`config.mk`:
```
export PLATFORM = sky130hd
export DESIGN_NAME = dco_divider_search
export DESIGN_NICKNAME = d
export VERILOG_FILES = /design/src/rtl/dcods_pkg.sv /design/src/rtl/dco_divider_search.sv /design/src/rtl/dcods_div.sv
export SDC_FILE = /design/constraint.sdc
export NUM_CORES = 2
export LEC_CHECK = 0
export ABC_CLOCK_PERIOD_IN_PS = 12100
export BUFFER_PORTS_ARGS = -buffer_cell sky130_fd_sc_hd__buf_2
export CAP_MARGIN = 40
export CELL_PAD_IN_SITES_DETAIL_PLACEMENT = 1
export CELL_PAD_IN_SITES_GLOBAL_PLACEMENT = 2
export CORE_ASPECT_RATIO = 0.9
export CORE_MARGIN = 3
export CORE_UTILIZATION = 44
export DETAILED_ROUTE_END_ITERATION = 8
export GPL_TIMING_DRIVEN = 0
export HOLD_SLACK_MARGIN = 0.06
export PLACE_DENSITY_LB_ADDON = 0.3
export SLEW_MARGIN = 20
export SYNTH_ARGS = -nofsm -noshare
export SYNTH_HDL_FRONTEND = slang
export SYNTH_SLANG_ARGS = --single-unit
```
`constraint.sdc`:
```
create_clock -name clock -period 12.1 [get_ports clock]
set_input_delay 1.21 -clock clock [delete_from_list [all_inputs] [get_ports clock]]
set_output_delay 1.21 -clock clock [all_outputs]
set_load 0.03 [all_outputs]
```
`src/rtl/dcods_pkg.sv`:
```
// ----------------------------------------------------------------------------
// dcods_pkg
// Types and constants shared by the DCO divider search block.
// ----------------------------------------------------------------------------
package dcods_pkg;

   // Divider unit sizing: widest numerator is fdco << 24 (66 bits),
   // widest divisor is the 38-bit RFREQ.
   localparam int NUM_W  = 66;
   localparam int DEN_W  = 38;
   localparam int QUOT_W = 38;
   localparam int CNT_W  = 7;

   // DCO window in Hz
   localparam logic [32:0] FDCO_LO = 33'd4850000000;
   localparam logic [32:0] FDCO_HI = 33'd5670000000;

   localparam logic [30:0] FOUT_RESET = 31'd156250000;

   // register indexes
   localparam logic CSR_FOUT = 1'b0;
   localparam logic CSR_REGS = 1'b1;

   localparam logic [2:0] HS_LAST = 3'd5;

   typedef enum logic [1:0] {
      STAT_OK       = 2'd0,
      STAT_NO_DIV   = 2'd1,
      STAT_ZERO_DIV = 2'd2,
      STAT_RF_OVF   = 2'd3
   } status_type;

   typedef enum logic [3:0] {
      ST_IDLE,
      ST_DEC,
      ST_FDCO,
      ST_DIV1_GO,
      ST_DIV1_RUN,
      ST_XTAL,
      ST_SRCH_MUL,
      ST_SRCH_CMP,
      ST_DIV2_GO,
      ST_DIV2_RUN,
      ST_FIN
   } state_type;

   typedef enum logic [1:0] {
      MUL_DEC,
      MUL_FDCO,
      MUL_SRCH
   } mul_sel_type;

   typedef struct packed {
      logic done;
      logic ovf;
   } div_stat_type;

   // HS_DIV search order
   function automatic logic [3:0] hs_of(input logic [2:0] idx);
      logic [3:0] v;
      case (idx)
         3'd0: v = 4'd11;
         3'd1: v = 4'd9;
         3'd2: v = 4'd7;
         3'd3: v = 4'd6;
         3'd4: v = 4'd5;
         3'd5: v = 4'd4;
         default: v = 4'd4;
      endcase
      return v;
   endfunction

endpackage

```
`src/rtl/dco_divider_search.sv`:
```
// ----------------------------------------------------------------------------
// dco_divider_search
// Oscillator divider search and RFREQ calculation.
// ----------------------------------------------------------------------------
// One item is handled at a time. The time an item takes grows with the number
// of HS_DIV/N1 candidates tried (at most 6 * (N1_LIMIT/2 + 1)). It is set by
// the shared bit-serial divider (used for the crystal and for the new
// RFREQ) and by the candidate loop, which uses one shared multiplier and a
// compare step per candidate. A new item is accepted once the previous one
// has been handed to the result register, even while that result waits.
// Configuration: index 0 factory output frequency, index 1 factory regs 7..12.
// ----------------------------------------------------------------------------
module dco_divider_search import dcods_pkg::*; #(
   parameter int N1_LIMIT = 128
) (
   input  logic        clock,
   input  logic        reset,
   input  logic        csr_write_en,
   input  logic        csr_index,
   input  logic [47:0] csr_wdata,
   input  logic        req_valid,
   output logic        req_stall,
   input  logic [30:0] req_target_hz,
   output logic        rsp_valid,
   input  logic        rsp_stall,
   output logic [1:0]  rsp_status,
   output logic [3:0]  rsp_hs_div_out,
   output logic [7:0]  rsp_n1_out,
   output logic [37:0] rsp_rfreq_out,
   output logic [31:0] rsp_xtal_hz,
   output logic [47:0] rsp_reg_image
);

   // configuration
   logic [30:0] fout_ff;
   logic [47:0] regs_ff;

   // sequencer
   state_type state_ff, state_in;

   // datapath
   logic [30:0]  target_ff, target_in;
   logic [41:0]  prod_ff, prod_in;
   logic [31:0]  xtal_ff, xtal_in;
   logic [2:0]   hs_idx_ff, hs_idx_in;
   logic [7:0]   n1_ff, n1_in;
   logic [10:0]  k_ff, k_in;
   logic         found_ff, found_in;
   logic [32:0]  best_ff, best_in;
   logic [3:0]   best_hs_ff, best_hs_in;
   logic [7:0]   best_n1_ff, best_n1_in;
   logic [37:0]  rf_ff, rf_in;
   status_type   stat_ff, stat_in;

   // result register
   logic         rsp_valid_ff, rsp_valid_in;
   status_type   o_stat_ff, o_stat_in;
   logic [3:0]   o_hs_ff, o_hs_in;
   logic [7:0]   o_n1_ff, o_n1_in;
   logic [37:0]  o_rf_ff, o_rf_in;
   logic [31:0]  o_xtal_ff, o_xtal_in;
   logic [47:0]  o_img_ff, o_img_in;

   // factory decode
   logic [7:0]  r7, r8;
   logic [3:0]  f_hs;
   logic [7:0]  f_n1_raw, f_n1;
   logic [37:0] f_rfreq;

   assign r7       = regs_ff[47:40];
   assign r8       = regs_ff[39:32];
   assign f_hs     = {1'b0, r7[7:5]} + 4'd4;
   assign f_n1_raw = {1'b0, r7[4:0], r8[7:6]} + 8'd1;
   assign f_n1     = (f_n1_raw > 8'd1) ? {f_n1_raw[7:1], 1'b0} : f_n1_raw;
   assign f_rfreq  = regs_ff[37:0];

   // control from the state
   mul_sel_type mul_sel;
   logic        div_start;
   logic        out_load;

   // shared multiplier, 31 x 11
   logic [30:0] mul_a;
   logic [10:0] mul_b;
   logic [41:0] mul_p;

   always_comb begin
      case (mul_sel)
         MUL_DEC: begin
            mul_a = {27'd0, f_hs};
            mul_b = {3'd0, f_n1};
         end
         MUL_FDCO: begin
            mul_a = fout_ff;
            mul_b = prod_ff[10:0];
         end
         MUL_SRCH: begin
            mul_a = target_ff;
            mul_b = k_ff;
         end
         default: begin
            mul_a = target_ff;
            mul_b = k_ff;
         end
      endcase
   end

   assign mul_p = 42'(mul_a) * 42'(mul_b);

   // shared divider
   logic [NUM_W-1:0]  div_num;
   logic [DEN_W-1:0]  div_den;
   div_stat_type      div_stat;
   logic [QUOT_W-1:0] div_quot;
   logic              wide;
   logic [NUM_W-1:0]  num1;
   logic [DEN_W-1:0]  den1;

   // fdco >= 2^36 drops four RFREQ bits to keep the numerator in range
   assign wide = prod_ff[41:36] != 6'd0;
   assign num1 = wide ? {prod_ff, 24'd0} : {2'd0, prod_ff[35:0], 28'd0};
   assign den1 = wide ? {4'd0, f_rfreq[37:4]} : f_rfreq;

   always_comb begin
      if (state_ff == ST_DIV2_GO) begin
         div_num = {5'd0, best_ff, 28'd0};
         div_den = {6'd0, xtal_ff};
      end else begin
         div_num = num1;
         div_den = den1;
      end
   end

   dcods_div u_div (
      .clock (clock),
      .reset (reset),
      .start (div_start),
      .num   (div_num),
      .den   (div_den),
      .stat  (div_stat),
      .quot  (div_quot)
   );

   // search step
   logic [3:0]  cur_hs;
   logic [7:0]  n1_step;
   logic [10:0] k_step;
   logic        over, lim, last_hs, in_win, take;
   logic        out_free;

   assign cur_hs   = hs_of(hs_idx_ff);
   assign n1_step  = (n1_ff == 8'd1) ? 8'd2 : n1_ff + 8'd2;
   assign k_step   = (n1_ff == 8'd1) ? k_ff + {7'd0, cur_hs}
                                     : k_ff + {6'd0, cur_hs, 1'b0};
   assign over     = prod_ff > 42'(FDCO_HI);
   assign lim      = {1'b0, n1_step} > 9'(N1_LIMIT);
   assign last_hs  = hs_idx_ff == HS_LAST;
   assign in_win   = !over && (prod_ff >= 42'(FDCO_LO));
   assign take     = in_win && (!found_ff || (prod_ff[32:0] < best_ff));
   assign out_free = !rsp_valid_ff || !rsp_stall;

   // next state
   always_comb begin
      state_in = state_ff;
      case (state_ff)
         ST_IDLE:     if (req_valid) state_in = ST_DEC;
         ST_DEC:      state_in = ST_FDCO;
         ST_FDCO:     state_in = ST_DIV1_GO;
         ST_DIV1_GO:  state_in = (den1 == '0) ? ST_FIN : ST_DIV1_RUN;
         ST_DIV1_RUN: if (div_stat.done) state_in = ST_XTAL;
         ST_XTAL: begin
            if (xtal_ff == '0 || target_ff == '0) state_in = ST_FIN;
            else state_in = ST_SRCH_MUL;
         end
         ST_SRCH_MUL: state_in = ST_SRCH_CMP;
         ST_SRCH_CMP: begin
            if ((over || lim) && last_hs) begin
               state_in = (found_ff || take) ? ST_DIV2_GO : ST_FIN;
            end else begin
               state_in = ST_SRCH_MUL;
            end
         end
         ST_DIV2_GO:  state_in = ST_DIV2_RUN;
         ST_DIV2_RUN: if (div_stat.done) state_in = ST_FIN;
         ST_FIN:      if (out_free) state_in = ST_IDLE;
         default:     state_in = ST_IDLE;
      endcase
   end

   // control outputs
   always_comb begin
      req_stall = 1'b1;
      mul_sel   = MUL_SRCH;
      div_start = 1'b0;
      out_load  = 1'b0;
      case (state_ff)
         ST_IDLE:    req_stall = 1'b0;
         ST_DEC:     mul_sel   = MUL_DEC;
         ST_FDCO:    mul_sel   = MUL_FDCO;
         ST_DIV1_GO: div_start = den1 != '0;
         ST_DIV2_GO: div_start = 1'b1;
         ST_FIN:     out_load  = out_free;
         default:    mul_sel   = MUL_SRCH;
      endcase
   end

   // datapath
   always_comb begin
      target_in  = target_ff;
      prod_in    = prod_ff;
      xtal_in    = xtal_ff;
      hs_idx_in  = hs_idx_ff;
      n1_in      = n1_ff;
      k_in       = k_ff;
      found_in   = found_ff;
      best_in    = best_ff;
      best_hs_in = best_hs_ff;
      best_n1_in = best_n1_ff;
      rf_in      = rf_ff;
      stat_in    = stat_ff;
      case (state_ff)
         ST_IDLE:     target_in = req_target_hz;
         ST_DEC:      prod_in = mul_p;
         ST_FDCO:     prod_in = mul_p;
         ST_DIV1_GO: begin
            stat_in = STAT_ZERO_DIV;
            xtal_in = '0;
         end
         ST_DIV1_RUN: begin
            if (div_stat.done) begin
               // saturate the crystal estimate to 32 bits
               xtal_in = (div_stat.ovf || div_quot[37:32] != 6'd0) ? '1 : div_quot[31:0];
            end
         end
         ST_XTAL: begin
            stat_in   = (xtal_ff == '0) ? STAT_ZERO_DIV : STAT_NO_DIV;
            hs_idx_in = 3'd0;
            n1_in     = 8'd1;
            k_in      = {7'd0, hs_of(3'd0)};
            found_in  = 1'b0;
         end
         ST_SRCH_MUL: prod_in = mul_p;
         ST_SRCH_CMP: begin
            if (take) begin
               found_in   = 1'b1;
               best_in    = prod_ff[32:0];
               best_hs_in = cur_hs;
               best_n1_in = n1_ff;
            end
            if (over || lim) begin
               if (!last_hs) begin
                  hs_idx_in = hs_idx_ff + 3'd1;
                  n1_in     = 8'd1;
                  k_in      = {7'd0, hs_of(hs_idx_ff + 3'd1)};
               end
            end else begin
               n1_in = n1_step;
               k_in  = k_step;
            end
         end
         ST_DIV2_RUN: begin
            if (div_stat.done) begin
               stat_in = div_stat.ovf ? STAT_RF_OVF : STAT_OK;
               rf_in   = div_quot;
            end
         end
         default: stat_in = stat_ff;
      endcase
   end

   // result register
   logic [7:0] n1m;
   assign n1m = best_n1_ff - 8'd1;

   always_comb begin
      rsp_valid_in = rsp_valid_ff && rsp_stall;
      o_stat_in    = o_stat_ff;
      o_hs_in      = o_hs_ff;
      o_n1_in      = o_n1_ff;
      o_rf_in      = o_rf_ff;
      o_xtal_in    = o_xtal_ff;
      o_img_in     = o_img_ff;
      if (out_load) begin
         rsp_valid_in = 1'b1;
         o_stat_in    = stat_ff;
         o_xtal_in    = (stat_ff == STAT_ZERO_DIV) ? 32'd0 : xtal_ff;
         if (stat_ff == STAT_OK || stat_ff == STAT_RF_OVF) begin
            o_hs_in = best_hs_ff;
            o_n1_in = best_n1_ff;
         end else begin
            o_hs_in = '0;
            o_n1_in = '0;
         end
         if (stat_ff == STAT_OK) begin
            o_rf_in  = rf_ff;
            o_img_in = {best_hs_ff[2:0] - 3'd4, n1m[6:2], n1m[1:0], rf_ff[37:0]};
         end else begin
            o_rf_in  = '0;
            o_img_in = '0;
         end
      end
   end

   always_ff @(posedge clock) begin
      if (reset) begin
         state_ff     <= ST_IDLE;
         rsp_valid_ff <= 1'b0;
         found_ff     <= 1'b0;
         fout_ff      <= FOUT_RESET;
         regs_ff      <= '0;
      end else begin
         state_ff     <= state_in;
         rsp_valid_ff <= rsp_valid_in;
         found_ff     <= found_in;
         if (csr_write_en) begin
            case (csr_index)
               CSR_FOUT: fout_ff <= csr_wdata[30:0];
               CSR_REGS: regs_ff <= csr_wdata;
               default:  regs_ff <= regs_ff;
            endcase
         end
      end
   end

   always_ff @(posedge clock) begin
      target_ff  <= target_in;
      prod_ff    <= prod_in;
      xtal_ff    <= xtal_in;
      hs_idx_ff  <= hs_idx_in;
      n1_ff      <= n1_in;
      k_ff       <= k_in;
      best_ff    <= best_in;
      best_hs_ff <= best_hs_in;
      best_n1_ff <= best_n1_in;
      rf_ff      <= rf_in;
      stat_ff    <= stat_in;
      o_stat_ff  <= o_stat_in;
      o_hs_ff    <= o_hs_in;
      o_n1_ff    <= o_n1_in;
      o_rf_ff    <= o_rf_in;
      o_xtal_ff  <= o_xtal_in;
      o_img_ff   <= o_img_in;
   end

   assign rsp_valid      = rsp_valid_ff;
   assign rsp_status     = o_stat_ff;
   assign rsp_hs_div_out = o_hs_ff;
   assign rsp_n1_out     = o_n1_ff;
   assign rsp_rfreq_out  = o_rf_ff;
   assign rsp_xtal_hz    = o_xtal_ff;
   assign rsp_reg_image  = o_img_ff;

`ifndef NO_ASSERTIONS
   a_best_in_window: assert property (@(posedge clock) disable iff (reset)
      found_ff |-> (best_ff >= FDCO_LO && best_ff <= FDCO_HI))
      else $error("kept candidate outside the DCO window");

   a_ok_dividers: assert property (@(posedge clock) disable iff (reset)
      (rsp_valid && rsp_status == STAT_OK) |->
      (rsp_hs_div_out >= 4'd4 && (rsp_n1_out == 8'd1 || (rsp_n1_out != 8'd0 && !rsp_n1_out[0]))))
      else $error("bad dividers in an ok item");

   a_div_latency: assert property (@(posedge clock) disable iff (reset)
      div_start |=> !div_stat.done)
      else $error("divider finished right after start");
`endif

endmodule

```
`src/rtl/dcods_div.sv`:
```
// ----------------------------------------------------------------------------
// dcods_div
// Restoring divider, one quotient bit per cycle, sticky overflow flag.
// ----------------------------------------------------------------------------
module dcods_div import dcods_pkg::*; (
   input  logic              clock,
   input  logic              reset,
   input  logic              start,
   input  logic [NUM_W-1:0]  num,
   input  logic [DEN_W-1:0]  den,
   output div_stat_type      stat,
   output logic [QUOT_W-1:0] quot
);

   logic [NUM_W-1:0]  num_ff, num_in;
   logic [DEN_W-1:0]  den_ff, den_in;
   logic [DEN_W-1:0]  rem_ff, rem_in;
   logic [QUOT_W-1:0] quot_ff, quot_in;
   logic              ovf_ff, ovf_in;
   logic [CNT_W-1:0]  cnt_ff, cnt_in;
   logic              run_ff, run_in;
   logic              done_ff, done_in;
   logic [DEN_W:0]    trial;
   logic [DEN_W:0]    diff;
   logic              ge;

   assign trial = {rem_ff, num_ff[NUM_W-1]};
   assign ge    = trial >= {1'b0, den_ff};
   assign diff  = trial - {1'b0, den_ff};

   always_comb begin
      num_in  = num_ff;
      den_in  = den_ff;
      rem_in  = rem_ff;
      quot_in = quot_ff;
      ovf_in  = ovf_ff;
      cnt_in  = cnt_ff;
      run_in  = run_ff;
      done_in = 1'b0;
      if (start) begin
         num_in  = num;
         den_in  = den;
         rem_in  = '0;
         quot_in = '0;
         ovf_in  = 1'b0;
         cnt_in  = CNT_W'(NUM_W - 1);
         run_in  = 1'b1;
      end else if (run_ff) begin
         num_in  = {num_ff[NUM_W-2:0], 1'b0};
         rem_in  = ge ? diff[DEN_W-1:0] : trial[DEN_W-1:0];
         quot_in = {quot_ff[QUOT_W-2:0], ge};
         // a one leaving the top means the quotient does not fit
         ovf_in  = ovf_ff | quot_ff[QUOT_W-1];
         if (cnt_ff == '0) begin
            run_in  = 1'b0;
            done_in = 1'b1;
         end else begin
            cnt_in = cnt_ff - 1'b1;
         end
      end
   end

   always_ff @(posedge clock) begin
      if (reset) begin
         run_ff  <= 1'b0;
         done_ff <= 1'b0;
      end else begin
         run_ff  <= run_in;
         done_ff <= done_in;
      end
   end

   always_ff @(posedge clock) begin
      num_ff  <= num_in;
      den_ff  <= den_in;
      rem_ff  <= rem_in;
      quot_ff <= quot_in;
      ovf_ff  <= ovf_in;
      cnt_ff  <= cnt_in;
   end

   assign stat.done = done_ff;
   assign stat.ovf  = ovf_ff;
   assign quot      = quot_ff;

endmodule

```
==> After elaboration in Yosys (flattened, before gate mapping) <==
Cells that the tools add are included.
{ "totals": {"output_inout_bits": 134, "reg_bits": 619} }
{ "op_classes": {"n_mul": 1, "reduce_logical": 44, "n_addsub": 10, "bitwise_logic": 4, "n_eq_ne": 31, "muxes": 50, "n_lt_le_gt_ge": 6} }
{ "op_table": {"columns": ["op", "count"], "rows": [
  ["$mux 66", 4],
  ["$mux 32", 3],
  ["$mux 38", 2],
  ["$pmux 32 s2", 1],
  ["$pmux 31 s2", 1],
  ["$pmux 11 s2", 2],
  ["$pmux 4 s11", 1],
  ["$ge 42x33->1 const B", 1],
  ["$gt 42x33->1 const B", 1],
  ["$mul 31x11->42", 1],
  ["$pmux 4 s5", 2],
  ["$ge 39x38->1", 1],
  ["$logic_not 38->1", 1],
  ["$reduce_bool 38->1", 1],
  ["$sub 38x38->38", 1],
  ["$lt 33x33->1", 1],
  ["$mux 11", 3],
  ["$logic_not 32->1", 1],
  ["$logic_not 31->1", 1],
  ["$mux 4", 7],
  ["$mux 8", 3],
  ["$reduce_and 2->1", 9],
  ["$eq 4x3->1 const B", 4],
  ["$pmux 8 s2", 1],
  ["other kinds (44)", 93]
]} }

==> Longest topological paths before layout <==
{ "logic_depth": {"word_depth": 8, "mapped_depth": 31, "depth_no_buf": 27} }

==> Hierarchy <==
A second synthesis with hierarchy kept.
{ "unflattened": {"hier_cells": 3901, "area_unflattened_um2": 38393.1} }
{ "by_module_without_submodules": {"columns": ["module", "cells_each", "area_each_um2", "n_inst", "seq_area_each_um2"], "rows": [
  ["dco_divider_search", 2939, 28442.3, 1, 10890.4],
  ["dcods_div", 962, 9950.8, 1, 4844.6]
]} }

==> Worst setup path before layout <==
OpenSTA, ideal clock, no wires.
{ "synth_path": {"kind": "flip-flop to flip-flop", "from": "reg state_ff[3]", "to": "reg prod_ff[40] (data pin)", "synth_period_minus_slack_ps": 7430, "slack_ps": 4670, "path_stages_with_launch": 30, "arrival_ps": 7161, "t_required_ps": 11831, "path_buffers": 5, "setup_ps": 269, "path_cell_list": "dfxtp_1 > clkbuf_1 > nand2b_1 > nor3_1 > nor2_1 > clkbuf_1 > clkbuf_1 > clkbuf_1 > a22o_1 > nand2_1 > fa_1 > inv_1 > fa_1 > fa_1 > fa_1 > inv_1 > fa_1 > inv_1 > ha_1 > clkbuf_1 > o21a_1 > o211ai_1 > o21ai_0 > o21ai_0 > o311ai_2 > a21oi_1 > o31ai_1 > a2111oi_0 > o31ai_1 > xor2_1"} }
{ "synth_between": {"elab_chain_cells": 5, "word_cells_on_any_way": 8, "classes_between": "mul: 1; eq/ne: 3; mux: 3; reduce/logical: 1"} }
{ "synth_rtl": {"columns": ["item", "line", "source"], "rows": [
  ["start: declaration", "dco_divider_search.sv:39", "state_type state_ff, state_in;"],
  ["start signal: assignment", "dco_divider_search.sv:312", "state_ff <= state_in;"],
  ["$eq 4x2->1 or $eq 4x1->1 (tied branches)", "dco_divider_search.sv:196", "case (state_ff)"],
  ["$pmux 2 s2 *", "dco_divider_search.sv:196", null],
  ["$eq 2x1->1 or $logic_not 2->1 (tied branches)", "dco_divider_search.sv:88", "case (mul_sel)"],
  ["$pmux 31 s2 or $pmux 11 s2 (tied branches)", "dco_divider_search.sv:88", null],
  ["$mul 31x11->42 *", "dco_divider_search.sv:108", "assign mul_p = 42'(mul_a) * 42'(mul_b);"],
  ["via mul_p[40]", "dco_divider_search.sv:85", "logic [41:0] mul_p;"],
  ["end signal: assignment", "dco_divider_search.sv:327", "prod_ff <= prod_in;"],
  ["end: declaration", "dco_divider_search.sv:43", "logic [41:0] prod_ff, prod_in;"]
]} }
Mark *: on every way through the listed nets, which the timed path passes. The rest lies on a longest branch.
A chain may end at the register's enable or synchronous reset.

==> Worst setup path after layout <==
{ "layout_path": {"from": "reg state_ff[1]", "to": "reg prod_ff[40] (data pin)"} }
Same word-level chain as after synthesis.

==> results_dict.tcl <==
set metrics [dict create \
    synthTopCellsByCount "nand2_1 (517), inv_1 (388), edfxtp_1 (386)" \
    relSlewSlack 0.241 \
    grt_max_degree 33 \
    cts_tree "yes" \
    antenna_cells 0 \
    post-cts-setup-buffers 0 \
    synth.cell_area_um2 36400 \
    drv_cap 0 \
    core_area_um2 81500 \
    area_growth_pct 13.8 \
    drtIter0Drc 2055 \
    numClockSinks 557 \
    post_cts_resized 0 \
    tns_ns 0 \
    synthTopCellsByArea "edfxtp_1 (32%), fa_1 (14%), dfxtp_1 (9.4%)" \
    hold_class "flop to flop" \
    grt_use_total 0.287 \
    yosysTopAreaCell "edfxtp_1" \
    cts_inserted_buffers 61 \
    fillers 9220 \
    ff_latch_area_um2 15000 \
    first_global_vias 30500 \
    grt_util_met1 0.374 \
    grt_pass1_wl_um 188000 \
    finalCritPeriodShare 0.823 \
    ant_nets 0 \
    drt-wirelength-per-cell_um 24.0 \
    fmax_mhz 100 \
    cp-end-kind "flop" \
    avgSynthCellArea_um2 9.95 \
    layout-drive-gt1-share 0.105 \
    regToRegSetupSlack_ns 2.14 \
    synth_edf_count 386 \
    place.port_buffers 217 \
    seq_area_frac_synth 0.412 \
    cp-endpoint "prod_ff[40]" \
    drc 0 \
    wirelength_um 122000 \
    drt_pre_antenna_iters 5 \
    use_met2 0.478 \
    synth_ff_type "edfxtp_1" \
    status "completed" \
    rsz0062_at_grt "no" \
    async_reset_ff_frac 0 \
    worstSetupStartpoint "state_ff[1]" \
    hold_viol_final 0 \
    crit_fanout 10 \
    setup_viol 0 \
    postLayoutCellArea_um2 41500 \
    rr_endpoint "prod_ff[40]" \
    clock_path_buffers 3 \
    start_util 0.447 \
    place_area_um2 39300 \
    hold_buffers 0 \
    vias 28500 \
    met3_usage 0.0377 \
    cp.arrival_ns 10.31 \
    ff2ff_path_depth 27 \
    antenna_found_initial 1 \
    hpwl_um 97700 \
    ys_ff_latch 557 \
    clkLatencyLatePin_ns 0.67 \
    syn_nets 4183 \
    synth.most_common_cell "nand2_1" \
    synth.top_cell.area_share 0.318 \
    maxSlewViolCount 0 \
    rows 99 \
    synthDistinctLibCells 76 \
    clkTransAtPathRegs_ns 0.06 \
    ys_warn_count 0 \
    busiest_layer "met2" \
    crit_type "flop to flop" \
    cts_root_buf "clkbuf_16" \
    ios 219 \
    nets 4496 \
    grt_overflow 0 \
    die_h_um 279 \
    reg2reg_from "state_ff[1]" \
    multi_input_area_um2 19100 \
    crit_path_start_kind "flop" \
    dieArea_um2 86300 \
    fin_hold_ws_ns 0.456 \
    crit_required_ns 12.45 \
    gp_congestion 0.932 \
    worstMarginPinSlew_ns 1.14 \
    period_minus_slack_ns 9.96 \
    synth_cells 3660 \
    skew_ns 0.0471 \
    die_w_um 309 \
    htree_levels 2 \
    vias_per_cell 5.61 \
]
[cell type report]
| class | count | area share |
|---|---|---|
| clock inverters | 38 | 0.0105 |
| clock buffers | 78 | 0.0401 |
| flip-flops and latches | 557 | 0.362 |
| plain buffers | 204 | 0.0228 |
| inverters | 389 | 0.0352 |
| well taps | 1060 | 0.0320 |
| multi-input cells | 2510 | 0.460 |
| repair buffers | 250 | 0.0371 |
[placed cells by master, fill, tap and decap left out, types with 44 or more instances in the layout]
cell type / synthesis / layout
mux2i_1: 104 / 104
nand2_1: 517 / 516
a21oi_1: 216 / 212
dfxtp_1: 171 / 171
edfxtp_1: 386 / 386
clkbuf_16: 0 / 62
ha_1: 175 / 175
inv_1: 388 / 388
a31oi_1: 47 / 47
nor2b_1: 69 / 69
and2_1: 59 / 59
o21ai_0: 103 / 103
a21o_1: 44 / 44
buf_2: 2 / 225
fa_1: 263 / 263
o21a_1: 48 / 48
nor2_1: 349 / 347
xnor2_1: 54 / 54
clkbuf_1: 151 / 161
nand3_1: 44 / 44
[layer usage]
metal	share of wire	vias to the layer above
met5	0.000057	-
met4	0.050	2
met3	0.051	245
met2	0.48	753
met1	0.42	14500
li1	-	13000
[kinds of logic after synthesis]
group,Yosys count,share of synthesized area
mux,106,0.0292
flops,557,0.412
compound gates,661,0.118
simple gates,1212,0.148
buf+inv,593,0.0660
fa+ha+maj,438,0.205
xor+xnor,93,0.0224
[per-stage QoR]
step	worst slack, ns	utilization	instances
final	2.14	0.509	5086
after global routing	1.69	0.509	5086
after CTS	2.35	0.508	5078
after detailed placement	2.43	0.482	4962
after global placement	2.28	0.477	4937
after floorplan	4.67	-	3660
[sequential cells by signal (all words and copies together) (netlist names), 11 cells and up]
| register | cells |
|---|---|
| rsp_xtal_hz | 32 |
| target_ff | 31 |
| xtal_ff | 32 |
| regs_ff | 48 |
| best_ff | 33 |
| fout_ff | 31 |
| u_div.rem_ff | 38 |
| k_ff | 11 |
| u_div.den_ff | 38 |
| rsp_rfreq_out | 37 |
| prod_ff | 42 |
| u_div.quot | 38 |
| rsp_reg_image | 11 |
| rf_ff | 38 |
| u_div.num_ff | 42 |
[how the worst min path moves through the flow]
stage / from / to / cells after the start / slack, ns
5_1_grt: n1_ff[4] / best_n1_ff[4] / 0 / 0.47
3_3_place_gp: n1_ff[4] / best_n1_ff[4] / 0 / 0.44
2_1_floorplan: n1_ff[4] / best_n1_ff[4] / 0 / 0.42
3_5_place_dp: n1_ff[4] / best_n1_ff[4] / 0 / 0.44
4_1_cts: n1_ff[4] / best_n1_ff[4] / 0 / 0.45
6_report: n1_ff[4] / best_n1_ff[4] / 0 / 0.46
[critical path, stage by stage (launching register included)]
cell	delay (ns)
dfxtp_1	0.30
clkbuf_1	0.27
nand2b_1	0.17
nor3_1	0.53
clkbuf_1	0.45
buf_1	0.52
clkbuf_1	0.51
a22o_1	0.50
nand2_1	0.16
fa_1	0.56
fa_1	0.57
inv_1	0.07
fa_1	0.51
fa_1	0.56
inv_1	0.06
fa_1	0.55
inv_1	0.06
ha_1	0.37
nand3_1	0.11
nor2_1	0.08
and3_1	0.20
o31ai_1	0.66
o311ai_2	0.27
a21oi_1	0.39
o31ai_1	0.19
a2111oi_0	0.63
o31ai_1	0.20
xor2_1	0.18
Power is not shown: default switching activity piles up to over one toggle a cycle in this logic, so the estimate is an artifact.
